**src/hw/rtl/ffsa_pkg.sv**
```systemverilog
package ffsa_pkg;

    localparam int CMD_BITS    = 2;
    localparam int REQ_BITS    = 17;
    localparam int OFF_BITS    = 16;
    localparam int STATUS_BITS = 3;
    localparam int ALIGN_BITS  = 13;
    localparam int IN_TAG_BITS  = 8;
    localparam int IN_USER_BITS = 32;
    localparam logic [REQ_BITS-1:0] SPACE_MAX = 17'd65536;

    typedef enum logic [CMD_BITS-1:0] {
        CMD_ALLOC  = 2'd0,
        CMD_FREE   = 2'd1,
        CMD_LOOKUP = 2'd2,
        CMD_NONE   = 2'd3
    } cmd_t;

    typedef enum logic [STATUS_BITS-1:0] {
        ST_OK       = 3'd0,
        ST_EXISTS   = 3'd1,
        ST_NOFIT    = 3'd2,
        ST_UNKNOWN  = 3'd3,
        ST_FULL     = 3'd4
    } status_t;

    localparam int REG_TOTAL_SPACE = 0;
    localparam int REG_ALIGN_UNIT  = 1;

    typedef enum logic [3:0] {
        S_IDLE,
        S_ROUND,
        S_TAGSCAN,
        S_FITSCAN,
        S_SPLIT,
        S_SHIFT_UP,
        S_FREE_RD,
        S_FREE_NEXT,
        S_FREE_PREV,
        S_SHIFT_DN,
        S_DONE
    } state_t;

    typedef struct packed {
        logic start;
        logic [REQ_BITS-1:0] value;
        logic [ALIGN_BITS-1:0] unit;
    } round_req_t;

    typedef struct packed {
        logic done;
        logic [REQ_BITS:0] value;
    } round_rsp_t;

endpackage

```
**src/hw/rtl/ffsa_round.sv**
```systemverilog
module ffsa_round (
    input  logic                clk,
    input  logic                rst_n,
    input  ffsa_pkg::round_req_t req,
    output ffsa_pkg::round_rsp_t rsp
);
    import ffsa_pkg::*;

    // Rounds value up to a multiple of unit by repeated addition; zero unit passes it.
    logic [REQ_BITS:0] acc_reg, acc_next;
    logic              busy_reg, busy_next;
    logic              done_reg, done_next;

    always_comb
    begin
        acc_next  = acc_reg;
        busy_next = busy_reg;
        done_next = 1'b0;
        if (req.start)
        begin
            if (req.unit == '0)
            begin
                acc_next  = {1'b0, req.value};
                done_next = 1'b1;
            end
            else
            begin
                acc_next  = '0;
                busy_next = 1'b1;
            end
        end
        else if (busy_reg)
        begin
            if (acc_reg >= {1'b0, req.value})
            begin
                busy_next = 1'b0;
                done_next = 1'b1;
            end
            else
            begin
                acc_next = acc_reg + {{(REQ_BITS+1-ALIGN_BITS){1'b0}}, req.unit};
            end
        end
    end

    always_ff @(posedge clk or negedge rst_n)
    begin
        if (!rst_n)
        begin
            busy_reg <= 1'b0;
            done_reg <= 1'b0;
        end
        else
        begin
            busy_reg <= busy_next;
            done_reg <= done_next;
        end
    end

    always_ff @(posedge clk)
    begin
        acc_reg <= acc_next;
    end

    assign rsp.done  = done_reg;
    assign rsp.value = acc_reg;

endmodule

```
**config.mk**
```make
export PLATFORM = sky130hd
export DESIGN_NAME = ffsa_round
export DESIGN_NICKNAME = d
export VERILOG_FILES = /design/src/hw/rtl/ffsa_pkg.sv /design/src/hw/rtl/ffsa_round.sv
export SDC_FILE = /design/constraint.sdc
export NUM_CORES = 1
export LEC_CHECK = 0
export BUFFER_PORTS_ARGS = -buffer_cell sky130_fd_sc_hd__buf_2
export CORE_AREA = 10 10 84 105
export CTS_BUF_LIST = sky130_fd_sc_hd__clkbuf_8
export CTS_CLUSTER_DIAMETER = 50
export DETAILED_ROUTE_END_ITERATION = 10
export DIE_AREA = 0 0 94 115
export GPL_TIMING_DRIVEN = 1
export PLACE_DENSITY = 0.49
export SLEW_MARGIN = 20
export SYNTH_ARGS = -nofsm -noshare
export SYNTH_HDL_FRONTEND = slang
export SYNTH_SLANG_ARGS = --single-unit
```
**constraint.sdc**
```tcl
create_clock -name clk -period 4.74 [get_ports clk]
set_clock_uncertainty 0.2 [all_clocks]
set_input_delay 0.474 -clock clk [delete_from_list [all_inputs] [get_ports clk]]
set_output_delay 0.474 -clock clk [all_outputs]
set_load 0.03 [all_outputs]
```
### Word level (Yosys, flattened, before mapping)

Index checks and enable logic that the tools add are counted.

| word-level totals | value |
|---|---|
| register bits after elaboration | 20 |
| output and inout port bits | 19 |
| word-level logic and storage cells | 22 |

| operators by class | value |
|---|---|
| add/sub/neg operators | 1 |
| magnitude comparators | 1 |
| equal/unequal tests | 2 |
| multiplexer cells | 12 |
| reductions and logical operators | 3 |

Operators with widths:

| kind | number |
|---|---|
| two-way mux 18 bit | 3 |
| adder 18 x 13 -> 18 bit | 1 |
| greater-or-equal comparator 18 x 17 -> 1 bit | 1 |
| two-way mux 17 bit | 1 |
| zero test 13 bit | 1 |
| two-way mux 1 bit | 8 |
| != test 2 bit, second input constant | 2 |
| AND reduction 2 bit | 1 |
| nonzero test 2 bit | 1 |

### Longest topological paths before layout

Gate-level depths: netlist (run 1).

| logic depth | value |
|---|---|
| word-level depth | 4 |
| mapped depth | 9 |
| depth with buffers taken out | 9 |

### Worst setup path after synthesis (run 1)

Ideal clock, no wire load.

| path | value |
|---|---|
| kind | reg2reg |
| start | register acc_reg[15] |
| end | register acc_reg[0] (enable) |
| library setup time | 374 ps |
| arrival | 2170 ps |
| setup slack | 1995 ps |
| cell stages (with the launch flop) | 7 |
| clock period less this slack | 2745 ps |
| path through | edfxtp_1 > ha_1 > a21o_1 > a211o_1 > a41o_1 > a21oi_1 > a21o_1 |

| between the ends | value |
|---|---|
| cells in the longest elaborated chain, start to end | 3 |

Ends and longest elaborated chain:

| item | line | source |
|---|---|---|
| start: declaration | ffsa_round.sv:10 | `logic [REQ_BITS:0] acc_reg, acc_next;` |
| start signal: assignment | ffsa_round.sv:62 | `acc_reg <= acc_next;` |
| greater-or-equal comparator 18 x 17 -> 1 bit | ffsa_round.sv:34 | `if (acc_reg >= {1'b0, req.value})` |
| != test 2 bit (no line) | -- |  |
| AND reduction 2 bit (no line) | -- |  |

No other way between the ends.
A chain may end at the register's enable or synchronous reset.

### Final worst setup path (run 1)

| path | value |
|---|---|
| start | register acc_reg[7] |
| end | register acc_reg[12] (enable) |

Same word-level chain as after synthesis.

==> results of run 1 <==
final cells by class:
class / instances / area (um2)
clock buffers: 4 / 55.1
fillers: 764 / 4390
inverters: 27 / 101
multi-input cells: 173 / 1280
flip-flops and latches: 20 / 591
well taps: 90 / 113
repair buffers: 53 / 273
metrics by stage:
stage	power (mW)	setup slack (ps)	std cells
after floorplan	1.12	2000	225
after global placement	1.39	1600	362
after detailed placement	1.39	1650	362
after CTS	1.54	1730	367
after global routing	1.65	1530	367
final	1.52	1760	367
critical path, stage by stage, from the launching register on:
cell,delay [ps]
edfxtp_1,480
ha_1,330
a21o_1,180
a211oi_1,280
o221ai_1,190
a21oi_1,260
a21o_1,690
power by group:
part / internal (mW) / total [mW] / switching, mW / leakage, nW
clock: 0.0741 / 0.135 / 0.0609 / 0.0288
sequential: 0.316 / 0.412 / 0.0959 / 0.213
combinational: 0.375 / 0.969 / 0.594 / 0.913
total: 0.765 / 1.52 / 0.751 / 1.15
cells by family (layout without fill, tap and decap cells):
kind of cell,Yosys count,in the layout,share of synthesized area [%]
compound gates,73,73,25.7
simple gates,61,61,15.2
buf+inv,32,84,6.27
fa+ha+maj,31,31,19.8
flops,20,20,29.6
xor+xnor,8,8,3.51
repair_timing:
action / CTS / global route
endpoints found under the hold margin: 2 / 0
endpoints found under the setup margin: 0 / 0
hold buffers: 1 / 0
layer usage:
metal / wire length, um / vias to the layer above
li1: - / 942
met4: 12 / 0
met1: 2660 / 842
met3: 299 / 2
met2: 3030 / 34
met5: 0 / -
worst max path at each step:
stage | slack [ps] | from | cells after the start | endpoint
6_report | 1760 | acc_reg[7] | 6 | acc_reg[12]
2_1_floorplan | 2000 | acc_reg[15] | 6 | acc_reg[0]
3_3_place_gp | 1600 | req[20] | 8 | acc_reg[12]
4_1_cts | 1730 | acc_reg[7] | 6 | acc_reg[9]
5_1_grt | 1530 | acc_reg[7] | 6 | acc_reg[12]
3_5_place_dp | 1650 | req[20] | 8 | acc_reg[9]
cell usage in the layout, fill, tap and decap left out, types with 2 or more instances in the layout:
cell / count
nand3_1: 4
o22ai_1: 3
o21a_1: 3
nor2_1: 9
nor4_1: 2
xor2_1: 4
inv_1: 27
a21oi_1: 18
a211oi_1: 3
o211ai_1: 3
o21ai_1: 8
dfrtp_1: 2
buf_2: 51
o221ai_1: 2
nand2b_1: 3
a32o_1: 3
or3_1: 5
o31ai_1: 2
nor3_1: 3
xnor2_1: 4
edfxtp_1: 18
nand4_1: 6
ha_1: 30
a21o_1: 8
clkbuf_8: 4
o21ai_0: 7
nand2_1: 22
==> results.md, run 1 <==
* Status: finished, final reports clean
* Clock Tree Buf Depth at 2
* Worst Path Required at 4440 ps
* Worst reg2reg setup slack at 1760 ps
* Root Buffer: clkbuf_8
* Grt total ovfl at 0
* Share of layout cells above drive strength 1 at 22.0%
* Yosys top cell by area: edfxtp_1
* Unrepaired setup endpoints after global routing: false
* Initial antenna violation count at 0
* Syn. warnings at 0
* Io pins at 52
* Die Width at 94 um
* Syn Nets at 289
* Detailed placement HPWL at 5.01 mm
* Reg2reg end: acc_reg[12]
* Top-area cell type share of the netlist area at 27.1%
* CTS Buf Count at 3
* Clk pin slew, worst setup/hold paths at 80 ps
* Synth top cells by count: ha_1, inv_1, nand2_1
* Largest register FFs at 18
* Area Growth Syn to Fin at 20.9%
* CTS tree: done
* Setup violators final at 0
* Residual DRC at 0
* Drt via density at 4.96
* Post-Syn Area at 0.00200 mm2
* Post-CTS Setup Inserts at 0
* HP Class: primary input to asynchronous set/reset pin
* Met2 global-route usage at 20.6%
* Synthesized flop and latch total at 20
* Leakage at 1.15 nW
* Iter 0 DRT Violations at 50
* # diodes at 0
* Reg2reg path depth at 6
* H-Tree Depth at 1
* Core area at 0.00681 mm2
* DIE AREA at 0.0108 mm2
* Final instance area at 0.00241 mm2
* Power density over the cells at 628 mW/mm2
* Vias at 1820
* Met3 Usage GRT at 3.07%
* Synth Instances at 225
* Clk sinks at 20
* Ranking of synthesized cells by area: edfxtp_1, ha_1, inv_1
* Ys flop type: edfxtp_1
* Post-DRT Antenna Nets at 0
* Pin count of the biggest net entering global routing at 22
* Tmin final at 2980 ps
* Skew-Pair Late Insertion Delay at 260 ps
* Avg Synthesized Cell Area at 8.88 um2
* Worst r2r src: acc_reg[7]
* All-Layer GR Usage at 11.2%
* GR met1 Demand/Resource at 12.8%
* WL per Instance at 16.4 um
* Grt peak-use layer: met2
* IO buf count at 51
* FFs w/ async S/R, synth at 10.0%
* Height of the die at 115 um
* Sum Neg Setup Slack at 0 ps
* Gpl congestion at 0.804
* Number of global-route vias before repair at 2003
* Max-cap check violation count at 0
* Final Hold Viols at 0
* Number of synthesized flops with an enable pin at 18
* Measured slew at the worst slew-check pin at 801 ps
* Starting density of the core at 29.3%
* DRT Pass-1 Iters at 4
* CP Launch Type: register
* Register area share after synthesis at 29.6%
* Rel. slew slack at 46.6%
* Hold WS at 308 ps
* Post-cts resize count at 0
* Critical path capture point type: register
* Fin crit share at 62.8%
* Critical path class: register to register
* Drt total wl at 6.01 mm
* Most frequent cell after synthesis: ha_1
* Synth cell types at 49
* Fmax at 336 MHz
* Post-DP Area at 0.00235 mm2
* Final Util at 35.5%
* Worst Path Max Fanout at 19
* Fin. max-slew vios at 0
* Critical Path AT at 2670 ps
* First-pass GRT wire length at 9.76 mm
* Worst VDD drop at 0.000227 V
* Row count at 34
* Nets at 342
No activity file was read; power rests on OpenSTA's default activity.
==> run 2, diff against run 1 <==
--- a/config.mk
+++ b/config.mk
@@ -5,14 +5,15 @@
 export SDC_FILE = /design/constraint.sdc
 export NUM_CORES = 1
 export LEC_CHECK = 0
+export ABC_AREA = 1
 export BUFFER_PORTS_ARGS = -buffer_cell sky130_fd_sc_hd__buf_2
-export CORE_AREA = 10 10 84 105
+export CORE_AREA = 10 10 88 109
 export CTS_BUF_LIST = sky130_fd_sc_hd__clkbuf_8
 export CTS_CLUSTER_DIAMETER = 50
 export DETAILED_ROUTE_END_ITERATION = 10
-export DIE_AREA = 0 0 94 115
+export DIE_AREA = 0 0 98 119
 export GPL_TIMING_DRIVEN = 1
-export PLACE_DENSITY = 0.49
+export PLACE_DENSITY = 0.5
 export SLEW_MARGIN = 20
 export SYNTH_ARGS = -nofsm -noshare
 export SYNTH_HDL_FRONTEND = slang
==> constraint.sdc (replaced) <==
create_clock -name clk -period 2.67 [get_ports clk]
set_clock_uncertainty 0.2 [all_clocks]
set_input_delay 0.267 -clock clk [delete_from_list [all_inputs] [get_ports clk]]
set_output_delay 0.267 -clock clk [all_outputs]
set_load 0.03 [all_outputs]
==> run 2 against run 1 <==
  * Sequential share of layout area shrank 2.0 points
  * Core utilization fell by 0.93 points
  * Combinational power up 88%
  * Critical path depth grew 4
  * First-iteration DRC count is 84% higher
  * Synthesized area increased by 8.8%
  * Critical endpoint is now acc_reg[15]
  * Clock power rose by 140%
  * Register-to-register slack worse by 1500 ps
  * Routed wire length increased by 8.9%
  * Sequential power is 63% higher
==> results.md, run 2 <==
* Core area at 0.00761 mm2 (+12%)
* All-Layer GR Usage at 11.0% (-0.15 points)
* Residual DRC at 0 (unchanged)
* Most used cell, CP: nand2_1
* Critical Path AT at 2160 ps (-510 ps)
* Fin. max-slew vios at 0 (unchanged)
* Leakage at 1.41 nW (+22%)
* Die Width at 98 um (+4.3%)
* Avg Synthesized Cell Area at 7.34 um2 (-17%)
* Tmin final at 2390 ps (-590 ps)
* Vias at 2109 (+16%)
* Clock Tree Buf Depth at 2 (unchanged)
* Io pins at 52 (unchanged)
* Commonest non-fill, non-tap cells in the layout: nand2_1, buf_2, inv_1
* DRT Pass-1 Iters at 4 (unchanged)
* Syn. warnings at 0 (unchanged)
* P_sw at 1.45 mW (+94%)
* Synthesized flop and latch total at 20 (unchanged)
* Root Buffer: clkbuf_8
* Critical path class: register to register
* Largest stage delay, worst path at 430 ps (-260 ps)
* Sum Neg Setup Slack at 0 ps (unchanged)
* Area Growth Syn to Fin at 21.0% (about the same)
* Register area share after synthesis at 27.2% (-2.4 points)
* Buffers & Inverters on Critical Path at 2 (+2)
* First-pass GRT wire length at 10.9 mm (+12%)
* Switching share of total power at 51.6% (+2.1 points)
* Yosys top cell by area: edfxtp_1
* IO buf count at 51 (unchanged)
* CP Launch Type: register
* Row count at 36 (+5.9%)
* H-Tree Depth at 1 (unchanged)
* Syn Nets at 360 (+25%)
* Non-filler cells, final at 446 (+22%)
* Ranking of synthesized cells by area: edfxtp_1, ha_1, nand2_1
* Worst path slowest cell: edfxtp_1
* WL per Instance at 14.7 um (-10%)
* Most common cell after layout, fill and taps aside: nand2_1
* Most frequent cell after synthesis: nand2_1
* Status: finished, final reports clean
* Number of global-route vias before repair at 2272 (+13%)
* Post-Syn Area at 0.00217 mm2 (+8.8%)
* Skew-Pair Late Insertion Delay at 270 ps (about the same)
* Dpl cells at 441 (+22%)
* Final Util at 34.5% (-0.93 points)
* Synth top cells by count: nand2_1, inv_1, ha_1
* Power Internal at 1.36 mW (+78%)
* Iter 0 DRT Violations at 92 (+84%)
* Final Hold Viols at 0 (unchanged)
* Nets at 416 (+22%)
* Initial antenna violation count at 0 (unchanged)
* Post-DRT Antenna Nets at 0 (unchanged)
* Top cell family by delay on the critical path: simple AND/OR/NAND/NOR gates
* Largest register FFs at 18 (unchanged)
* Sequential fraction of design power at 23.8% (-3.4 points)
* Number of synthesized flops with an enable pin at 18 (unchanged)
* Detailed placement HPWL at 5.51 mm (+9.9%)
* Rel. slew slack at 75.6% (+29 points)
* Fmax at 419 MHz (+25%)
* Drt total wl at 6.54 mm (+8.9%)
* Gate power share at 64.6% (+0.7 points)
* Synth cell types at 33 (-33%)
* Worst VDD drop at 0.000322 V (+42%)
* Overall power at 2.81 mW (+86%)
* Crit path cell chain: ha_1 > nand2_1 > inv_1 > nand2_1 > nand2_1 > o21bai_1 > nand2_1 > nand4_1 > nand2_2 > buf_4
* Critical path capture point type: register
* Power density over the cells at 1070 mW/mm2 (+71%)
* Setup violators final at 0 (unchanged)
* Measured slew at the worst slew-check pin at 366 ps (-435 ps)
* Starting density of the core at 28.6% (-0.79 points)
* HP Class: primary input to register
* Ys flop type: edfxtp_1
* Top-area cell type share of the netlist area at 24.9% (-2.2 points)
* CTS Buf Count at 3 (unchanged)
* Worst Path Required at 2440 ps (-2000 ps)
* Clk sinks at 20 (unchanged)
* Clk pin slew, worst setup/hold paths at 90 ps (about the same)
* # diodes at 0 (unchanged)
* Clock Power Share at 11.5% (+2.6 points)
* Gpl congestion at 0.919 (+14%)
* CTS tree: done
* DIE AREA at 0.0117 mm2 (+7.9%)
* Grt total ovfl at 0 (unchanged)
* Drt via density at 4.73 (-4.6%)
* Height of the die at 119 um (+3.5%)
* Share of layout cells above drive strength 1 at 24.2% (+2.2 points)
* Max-cap check violation count at 0 (unchanged)
* Synth Instances at 296 (+32%)
* FFs w/ async S/R, synth at 10.0% (unchanged)
* Fin crit share at 89.5% (+27 points)
* Unrepaired setup endpoints after global routing: false
* Worst Path Max Fanout at 10 (-9)
* Pin count of the biggest net entering global routing at 16 (-27%)
[run 2: routing by layer]
metal,part of all wire (%),track usage [%],vias up
met5,0,0,-
met3,4.1,1.91,9
met1,43,13.0,952
li1,-,-,1098
met4,1.9,3.19,0
met2,51,19.8,50
[run 2: what timing repair did]
item | 4_1_cts | 5_1_grt
setup buffers | 0 | 0
resized for setup | 0 | 1
hold buffers | 1 | 0
hold endpoints to repair | 2 | 0
setup endpoints to repair | 0 | 10
[run 2: power groups by stage]
stage | clock network, mW | registers (mW) | logic [mW]
6_report | 0.325 | 0.670 | 1.82
2_1_floorplan | 0 | 0.919 | 1.07
3_3_place_gp | 0 | 0.674 | 1.82
3_5_place_dp | 0 | 0.684 | 1.82
5_1_grt | 0.341 | 0.701 | 2.07
4_1_cts | 0.334 | 0.676 | 1.84
[run 2: final timing paths]
kind / slack [ps] / to / cells past startpoint / from
hold / removal: 70 / acc_reg[12] / 3 / req[25]
max in group asynchronous: 2080 / busy_reg / 2 / rst_n
setup reg to reg: 280 / acc_reg[15] / 10 / acc_reg[13]
setup / recovery: 280 / acc_reg[15] / 10 / acc_reg[13]
hold reg to reg: 360 / done_reg / 2 / busy_reg
min in group asynchronous: 100 / done_reg / 2 / rst_n
[run 2: layout make-up]
cell class | instances | area [um2]
clock buffers | 3 | 41.3
clock inverters | 1 | 30.0
multi-input cells | 232 | 1410
well taps | 95 | 119
repair buffers | 54 | 280
fillers | 839 | 4980
inverters | 41 | 156
flip-flops and latches | 20 | 591
[run 2: cells by family after synthesis]
kind of cell             after synthesis  synth area share (%)
AO/OA/AOI/OAI                         52                  15.3
XOR/XNOR                               1                 0.403
adder cells (fa/ha/maj)               31                  18.2
buffers and inverters                 44                  8.00
flip-flops                            20                  27.2
AND/OR/NAND/NOR                      148                  31.0
[run 2: worst min-delay path, cell delays in order]
cell and delay (ps):
buf_2 90, nand2_1 50, nand2_1 50
[run 2: metrics by stage]
stage          setup WS (ps)  hold WS [ps]  instance area (um2)
2_1_floorplan            242          -229                 2170
3_3_place_gp             172          -138                 2540
3_5_place_dp             161          -141                 2540
4_1_cts                  146          69.4                 2630
5_1_grt                 93.9          89.7                 2630
6_report                 282          73.2                 2630
